$ cat config.mk
export PLATFORM = sky130hd
export DESIGN_NAME = rfft_ctrl
export DESIGN_NICKNAME = d
export VERILOG_FILES = /design/src/hdl/rfft_pkg.sv /design/src/hdl/rfft_ctrl.sv
export SDC_FILE = /design/constraint.sdc
export NUM_CORES = 1
export LEC_CHECK = 0
export BUFFER_PORTS_ARGS = -buffer_cell sky130_fd_sc_hd__buf_4
export CAP_MARGIN = 20
export CORE_ASPECT_RATIO = 1.25
export CORE_MARGIN = 5
export CORE_UTILIZATION = 36
export DETAILED_ROUTE_END_ITERATION = 12
export GPL_TIMING_DRIVEN = 0
export PLACE_DENSITY = 0.6
export SLEW_MARGIN = 5
export SYNTH_ARGS = -nofsm -noshare
export SYNTH_HDL_FRONTEND = slang
export SYNTH_SLANG_ARGS = --single-unit
$ cat constraint.sdc
create_clock -name clk -period 2.2 [get_ports clk]
set_input_delay 0.33 -clock clk [delete_from_list [all_inputs] [get_ports clk]]
set_output_delay 0.33 -clock clk [all_outputs]
set_load 0.01 [all_outputs]
$ cat src/hdl/rfft_pkg.sv
// ----------------------------------------------------------------------------
// rfft_pkg: shared constants and types
// Widths, frame geometry and the controller-to-datapath command bundle.
// ----------------------------------------------------------------------------
package rfft_pkg;

    localparam int POINTS        = 64;
    localparam int LOG2_POINTS   = $clog2(POINTS);
    localparam int QUARTER       = POINTS / 4;
    localparam int SAMPLE_BITS   = 16;
    localparam int OUT_BITS      = SAMPLE_BITS + LOG2_POINTS;
    localparam int ACC_BITS      = OUT_BITS + 2;
    localparam int TW_BITS       = 18;
    localparam int TW_FRAC       = 15;
    localparam int STAGE_BITS    = $clog2(LOG2_POINTS);
    localparam int IN_TDATA_BITS  = ((2 * SAMPLE_BITS + 7) / 8) * 8;
    localparam int OUT_TDATA_BITS = ((2 * OUT_BITS + 7) / 8) * 8;

    typedef enum logic [1:0] {
        WSEL_INPUT,
        WSEL_SUM,
        WSEL_DIFF
    } wsel_t;

    typedef struct packed {
        logic                     work_we;
        wsel_t                    work_wsel;
        logic [LOG2_POINTS-1:0]   work_waddr;
        logic [LOG2_POINTS-1:0]   work_raddr;
        logic                     latch_a;
        logic                     latch_b;
        logic                     mul_en;
        logic [LOG2_POINTS-2:0]   tw_idx;
        logic                     inv;
        logic                     res_we;
        logic [LOG2_POINTS-1:0]   res_waddr;
        logic [LOG2_POINTS-1:0]   res_raddr;
        logic                     out_load;
        logic                     out_last;
    } cmd_t;

endpackage

$ cat src/hdl/rfft_ctrl.sv
// ----------------------------------------------------------------------------
// rfft_ctrl: frame sequencer
// Stream handshakes, sample counting, butterfly and stage sequencing,
// result copy sweep, mode latching.
// ----------------------------------------------------------------------------
module rfft_ctrl
    import rfft_pkg::*;
(
    input  logic clk,
    input  logic rst_n,
    input  logic s_tvalid,
    output logic s_tready,
    output logic m_tvalid,
    input  logic m_tready,
    input  logic cfg_wr_en,
    input  logic cfg_wr_data,
    output cmd_t cmd
);

    typedef enum logic [3:0] {
        ST_IDLE,
        ST_FILL_WAIT,
        ST_RD_A,
        ST_RD_B,
        ST_CAP_B,
        ST_MUL,
        ST_WR_A,
        ST_WR_B,
        ST_COPY_RD,
        ST_COPY_WR
    } state_t;

    localparam logic [LOG2_POINTS-1:0] LAST_SAMPLE = LOG2_POINTS'(POINTS - 1);
    localparam logic [LOG2_POINTS-2:0] LAST_BF     = (LOG2_POINTS-1)'(POINTS / 2 - 1);
    localparam logic [STAGE_BITS-1:0]  LAST_STAGE  = STAGE_BITS'(LOG2_POINTS - 1);
    localparam logic [LOG2_POINTS-1:0] HALF        = LOG2_POINTS'(POINTS / 2);

    state_t                 state_reg, state_next;
    logic [LOG2_POINTS-1:0] count_reg, count_next;
    logic [LOG2_POINTS-1:0] copy_reg, copy_next;
    logic [LOG2_POINTS-2:0] bf_reg, bf_next;
    logic [STAGE_BITS-1:0]  stage_reg, stage_next;
    logic                   mode_reg, mode_next;
    logic                   inv_reg, inv_next;
    logic                   ready_frame_reg, ready_frame_next;
    logic                   out_valid_reg, out_valid_next;

    logic                   accept;
    logic [LOG2_POINTS-1:0] half_mask, bf_ext, ia, ib;

    assign s_tready = (state_reg == ST_IDLE) && (!out_valid_reg || m_tready);
    assign accept   = s_tvalid && s_tready;
    assign m_tvalid = out_valid_reg;

    assign half_mask = (HALF >> stage_reg) - 1'b1;
    assign bf_ext    = {1'b0, bf_reg};
    assign ia        = ((bf_ext & ~half_mask) << 1) | (bf_ext & half_mask);
    assign ib        = ia | (half_mask + 1'b1);

    always_comb
    begin
        cmd            = '0;
        cmd.work_wsel  = WSEL_INPUT;
        cmd.work_raddr = ia;
        cmd.work_waddr = count_reg;
        cmd.tw_idx     = (LOG2_POINTS-1)'((bf_ext & half_mask) << stage_reg);
        cmd.inv        = inv_reg;
        cmd.res_waddr  = copy_reg;
        cmd.res_raddr  = count_reg;
        cmd.out_last   = (count_reg == LAST_SAMPLE);
        unique case (state_reg)
            ST_IDLE:
            begin
                cmd.work_we  = accept;
                cmd.out_load = accept && ready_frame_reg;
            end
            ST_RD_B:
            begin
                cmd.work_raddr = ib;
                cmd.latch_a    = 1'b1;
            end
            ST_CAP_B:
            begin
                cmd.latch_b = 1'b1;
            end
            ST_MUL:
            begin
                cmd.mul_en = 1'b1;
            end
            ST_WR_A:
            begin
                cmd.work_we    = 1'b1;
                cmd.work_wsel  = WSEL_SUM;
                cmd.work_waddr = ia;
            end
            ST_WR_B:
            begin
                cmd.work_we    = 1'b1;
                cmd.work_wsel  = WSEL_DIFF;
                cmd.work_waddr = ib;
            end
            ST_COPY_RD:
            begin
                cmd.work_raddr = copy_reg;
            end
            ST_COPY_WR:
            begin
                cmd.work_raddr = copy_reg;
                cmd.res_we     = 1'b1;
            end
            default:
            begin
            end
        endcase
    end

    always_comb
    begin
        state_next       = state_reg;
        count_next       = count_reg;
        copy_next        = copy_reg;
        bf_next          = bf_reg;
        stage_next       = stage_reg;
        mode_next        = cfg_wr_en ? cfg_wr_data : mode_reg;
        inv_next         = inv_reg;
        ready_frame_next = ready_frame_reg;
        out_valid_next   = out_valid_reg;

        if (m_tready)
        begin
            out_valid_next = 1'b0;
        end
        if (accept && ready_frame_reg)
        begin
            out_valid_next = 1'b1;
        end

        unique case (state_reg)
            ST_IDLE:
            begin
                if (accept)
                begin
                    if (count_reg == LAST_SAMPLE)
                    begin
                        inv_next         = mode_reg;
                        ready_frame_next = 1'b1;
                        count_next       = '0;
                        bf_next          = '0;
                        stage_next       = '0;
                        state_next       = ST_RD_A;
                    end
                    else
                    begin
                        count_next = count_reg + 1'b1;
                        state_next = ST_FILL_WAIT;
                    end
                end
            end
            ST_FILL_WAIT: state_next = ST_IDLE;
            ST_RD_A:      state_next = ST_RD_B;
            ST_RD_B:      state_next = ST_CAP_B;
            ST_CAP_B:     state_next = ST_MUL;
            ST_MUL:       state_next = ST_WR_A;
            ST_WR_A:      state_next = ST_WR_B;
            ST_WR_B:
            begin
                state_next = ST_RD_A;
                bf_next    = bf_reg + 1'b1;
                if (bf_reg == LAST_BF)
                begin
                    bf_next = '0;
                    if (stage_reg == LAST_STAGE)
                    begin
                        copy_next  = '0;
                        state_next = ST_COPY_RD;
                    end
                    else
                    begin
                        stage_next = stage_reg + 1'b1;
                    end
                end
            end
            ST_COPY_RD:   state_next = ST_COPY_WR;
            ST_COPY_WR:
            begin
                copy_next  = copy_reg + 1'b1;
                state_next = (copy_reg == LAST_SAMPLE) ? ST_FILL_WAIT : ST_COPY_RD;
            end
            default:      state_next = ST_IDLE;
        endcase
    end

    always_ff @(posedge clk or negedge rst_n)
    begin
        if (!rst_n)
        begin
            state_reg       <= ST_IDLE;
            count_reg       <= '0;
            copy_reg        <= '0;
            bf_reg          <= '0;
            stage_reg       <= '0;
            mode_reg        <= 1'b0;
            inv_reg         <= 1'b0;
            ready_frame_reg <= 1'b0;
            out_valid_reg   <= 1'b0;
        end
        else
        begin
            state_reg       <= state_next;
            count_reg       <= count_next;
            copy_reg        <= copy_next;
            bf_reg          <= bf_next;
            stage_reg       <= stage_next;
            mode_reg        <= mode_next;
            inv_reg         <= inv_next;
            ready_frame_reg <= ready_frame_next;
            out_valid_reg   <= out_valid_next;
        end
    end

endmodule

==> run_summary.xml <==
<?xml version="1.0" encoding="UTF-8"?>
<metrics>
  <group name="sta">
    <metric name="timing.fmax" unit="GHz">0.3905</metric>
    <metric name="worst_pin_slew" unit="ns">0.6239</metric>
    <metric name="worst_clock_skew" unit="ns">0.01571</metric>
    <metric name="final_period_minus_worst_setup_slack" unit="ns">2.561</metric>
    <metric name="maxSlewViolCount" unit="">0</metric>
    <metric name="setup-violations-final" unit="">15</metric>
    <metric name="rsz_0062_raised_after_global_routing" unit="">yes</metric>
    <metric name="post-route-worst-setup-slack" unit="ns">-0.3608</metric>
    <metric name="whs" unit="ns">0.2776</metric>
    <metric name="final-hold-violation-count" unit="">0</metric>
    <metric name="final.period_utilization" unit="">1.164</metric>
    <metric name="slew_headroom" unit="">0.5841</metric>
  </group>
  <group name="final_layout">
    <metric name="area_growth" unit="%">44.69</metric>
    <metric name="final.fill_count" unit="">516</metric>
    <metric name="ff_latch_area" unit="µm²">705.7</metric>
    <metric name="share_of_post_route_cells_with_drive_strength_above_1" unit="">0.4164</metric>
    <metric name="num-nets-final" unit="">325</metric>
    <metric name="antennaDiodeCount" unit="">0</metric>
    <metric name="layout_commonest_cell" unit="">buf_4</metric>
    <metric name="design_area" unit="µm²">2965</metric>
    <metric name="post-route-util" unit="">0.5411</metric>
    <metric name="layout_common_cells" unit="">58 x buf_4, 38 x nand2_1, 24 x dfrtp_1</metric>
    <metric name="multiInputGateArea" unit="µm²">1511</metric>
  </group>
  <group name="run_status">
    <metric name="status" unit="">finished with violations</metric>
    <metric name="violations" unit="">setup timing</metric>
  </group>
  <group name="routing">
    <metric name="drcViolationCount" unit="">0</metric>
    <metric name="num_vias" unit="">2065</metric>
    <metric name="avgRoutedWirePerCell" unit="µm">16.80</metric>
    <metric name="antenna_violating_nets_post_route" unit="">0</metric>
    <metric name="drt-total-wl" unit="µm">6200</metric>
    <metric name="vias_per_cell" unit="">5.596</metric>
    <metric name="drt_pre_antenna_iters" unit="">4</metric>
    <metric name="drt-initial-drc-count" unit="">108</metric>
  </group>
  <group name="pwr">
    <metric name="ir_worst_vdd" unit="V">0.0001871</metric>
    <metric name="design_power_total" unit="µW">819.4</metric>
    <metric name="power.density_cell_area" unit="nW/µm²">276.3</metric>
    <metric name="p_leak" unit="nW">1.399</metric>
  </group>
  <group name="setup_path">
    <metric name="slowest_delay" unit="ns">0.37</metric>
    <metric name="cp_common_cell" unit="">ha_4</metric>
    <metric name="worst-r2r-cell-count" unit="">6</metric>
    <metric name="setup.worst_path.class" unit="">reg -&gt; out</metric>
    <metric name="kind_of_capture_point_of_the_worst_setup_path" unit="">output pin</metric>
    <metric name="timing.critical_path.required" unit="ns">1.87</metric>
    <metric name="critical-path-slowest-cell" unit="">dfrtp_1</metric>
    <metric name="critical_path.reg2reg.startpoint" unit="">bf_reg[1]</metric>
    <metric name="startpoint_class" unit="">flop</metric>
    <metric name="timing.critical_path.fanout_max" unit="">10</metric>
    <metric name="reg2reg_to" unit="">copy_reg[5]</metric>
    <metric name="worstPathCellList" unit="">clkbuf_8 -&gt; inv_1 -&gt; ha_4 -&gt; xnor2_4 -&gt; ha_4 -&gt; a21boi_4 -&gt; nand2_2 -&gt; xor2_2 -&gt; o221ai_2 -&gt; buf_4</metric>
    <metric name="critical_path_arrival" unit="ns">2.23</metric>
    <metric name="ff2ff_setup_slack" unit="ns">0.16</metric>
  </group>
  <group name="synth">
    <metric name="netlist_top_cells_area" unit="">dfrtp_1 34%, ha_1 7.3%, nand2_1 7.3%</metric>
    <metric name="synth_largest_type_area_fraction" unit="">0.3419</metric>
    <metric name="yosysSeqAreaShare" unit="">0.3419</metric>
    <metric name="postSynthAreaPerCell" unit="µm²">8.469</metric>
    <metric name="synth.distinct_cells" unit="">52</metric>
    <metric name="synthesis.nets" unit="">260</metric>
    <metric name="synth.largest_area_cell" unit="">dfrtp_1</metric>
    <metric name="synthesis.yosys.warnings" unit="">0</metric>
    <metric name="post_synth_instance_area" unit="µm²">2049</metric>
    <metric name="netlist_instances" unit="">242</metric>
    <metric name="ys_seq_elements" unit="">28</metric>
    <metric name="yosys_most_used_dff" unit="">dfrtp_1</metric>
    <metric name="async_reset_ff_frac" unit="">1.000</metric>
    <metric name="number_of_flops_mapped_to_enable_cells_by_yosys" unit="">0</metric>
  </group>
  <group name="grt">
    <metric name="groute.layer.met1.usage" unit="">0.2136</metric>
    <metric name="antenna_violations_before_repair" unit="">0</metric>
    <metric name="gr-usage-all-layers" unit="">0.1704</metric>
    <metric name="first_global_vias" unit="">2018</metric>
    <metric name="gr-max-usage-layer" unit="">met2</metric>
    <metric name="grt_start_max_net_pins" unit="">29</metric>
    <metric name="gr-usage-met2" unit="">0.3027</metric>
    <metric name="grt_first_pass_wirelength" unit="µm">10130</metric>
    <metric name="grt.met3_usage" unit="">0.02195</metric>
    <metric name="globalRouteOverflowTotal" unit="">0</metric>
  </group>
  <group name="flow_run">
    <metric name="reported_max_cap_violation_count" unit="">0</metric>
  </group>
  <group name="hold_path">
    <metric name="hold_path.startpoint" unit="">cfg_wr_data</metric>
    <metric name="worst_hold_path.num_cells" unit="">2</metric>
    <metric name="timing.hold.worst_endpoint" unit="">mode_reg</metric>
    <metric name="worst_hold_check_path_type" unit="">in -&gt; reg</metric>
  </group>
  <group name="placement">
    <metric name="pre_cts_ws" unit="ns">-0.4180</metric>
    <metric name="placed_cell_area" unit="µm²">2507</metric>
    <metric name="gp_routability_congestion" unit="">0.8368</metric>
    <metric name="dp.final_hpwl" unit="µm">4340</metric>
    <metric name="io_buffers" unit="">46</metric>
  </group>
  <group name="clock_tree">
    <metric name="cts_root_buffer" unit="">clkbuf_8</metric>
    <metric name="cts-htree-levels" unit="">1</metric>
    <metric name="tritoncts.num_buffers" unit="">3</metric>
    <metric name="cts_tree" unit="">yes</metric>
    <metric name="clkSinkCount" unit="">28</metric>
    <metric name="insertion_delay" unit="ns">0.28</metric>
    <metric name="clk_pin_slew" unit="ns">0.10</metric>
    <metric name="cts_max_path_buffers" unit="">2</metric>
  </group>
  <group name="die">
    <metric name="chipHeight" unit="µm">94.36</metric>
    <metric name="initial_core_util" unit="">0.3740</metric>
    <metric name="floorplan.die_area" unit="µm²">7311</metric>
    <metric name="fp-row-count" unit="">30</metric>
    <metric name="design.core.area" unit="µm²">5480</metric>
    <metric name="floorplan.die.width" unit="µm">77.49</metric>
    <metric name="top_level_ports" unit="">47</metric>
  </group>
</metrics>
-- report_power, final --
part | internal (mW) | total (mW) | switching (mW)
clock | 0.123 | 0.282 | 0.159
combinational | 0.00875 | 0.0206 | 0.0119
sequential | 0.516 | 0.517 | 0.000805
total | 0.648 | 0.819 | 0.172
-- worst max-delay path by stage --
stage,cells past startpoint,start,endpoint
2_1_floorplan,9,stage_reg[1],cmd[29]
3_3_place_gp,10,stage_reg[2],cmd[29]
3_5_place_dp,10,stage_reg[2],cmd[35]
4_1_cts,9,stage_reg[1],cmd[29]
5_1_grt,10,stage_reg[1],cmd[29]
6_report,10,stage_reg[2],cmd[35]
-- what timing repair did --
item	4_1_cts	5_1_grt
setup buffers	13	3
gates resized for setup	49	20
hold buffers	1	0
hold endpoints to repair	28	0
endpoints found under the setup margin	16	21
cloned	0	0
pin swaps	12	18
-- critical path: cells and delay by family (launching register included) --
kind | cells | cell delay [ns]
buffers and inverters | 3 | 0.42
AO/OA/AOI/OAI | 2 | 0.41
flip-flops | 1 | 0.37
XOR/XNOR | 2 | 0.34
adder cells (fa/ha/maj) | 2 | 0.34
AND/OR/NAND/NOR | 1 | 0.08
-- logic make-up (layout without fill, tap and decap cells) --
logic type / after synthesis / in the layout / share of synthesized area
buffers and inverters: 24 / 87 / 0.06166
and+or+nand+nor: 100 / 100 / 0.2552
adders and majority gates: 12 / 12 / 0.07326
DFF: 28 / 28 / 0.3419
xor gates and xnor gates: 9 / 9 / 0.03846
AOI/OAI and AO/OA: 65 / 65 / 0.2088
muxes: 4 / 4 / 0.02076
-- area by class of cell --
cell class                      instances  share of cell area
Inverter                               10             0.01688
Multi-Input combinational cell        190              0.5097
Sequential cell                        28              0.2380
Tap cell                               64             0.02700
Timing Repair Buffer                   62              0.1654
Buffer                                 12             0.02911
Clock buffer                            3             0.01392
-- synth_stat cells (all sizes together), types with 3 or more instances --
master,count
clkbuf,8
dfrtp,28
nand2,40
ha,12
xor2,4
a21oi,15
and3,4
o21ai,19
nor3,4
nor2,15
and2,5
o211ai,3
buf,6
a221oi,5
nand3,11
o22ai,3
nor2b,6
inv,9
xnor2,5
o31ai,4
-- layer usage --
metal  up-vias  wire, µm
met5         -         0
met4         0        74
met3         7       217
met2        39      3313
met1      1020      2594
li1        999         -
-- per-stage QoR --
stage	cells	setup TNS, ns
after floorplan	242	0
after global placement	352	-2.608
after detailed placement	352	-2.706
after CTS	367	-3.210
after global routing	369	-4.194
final	369	-2.689
Power figures use the tool's default switching activity.
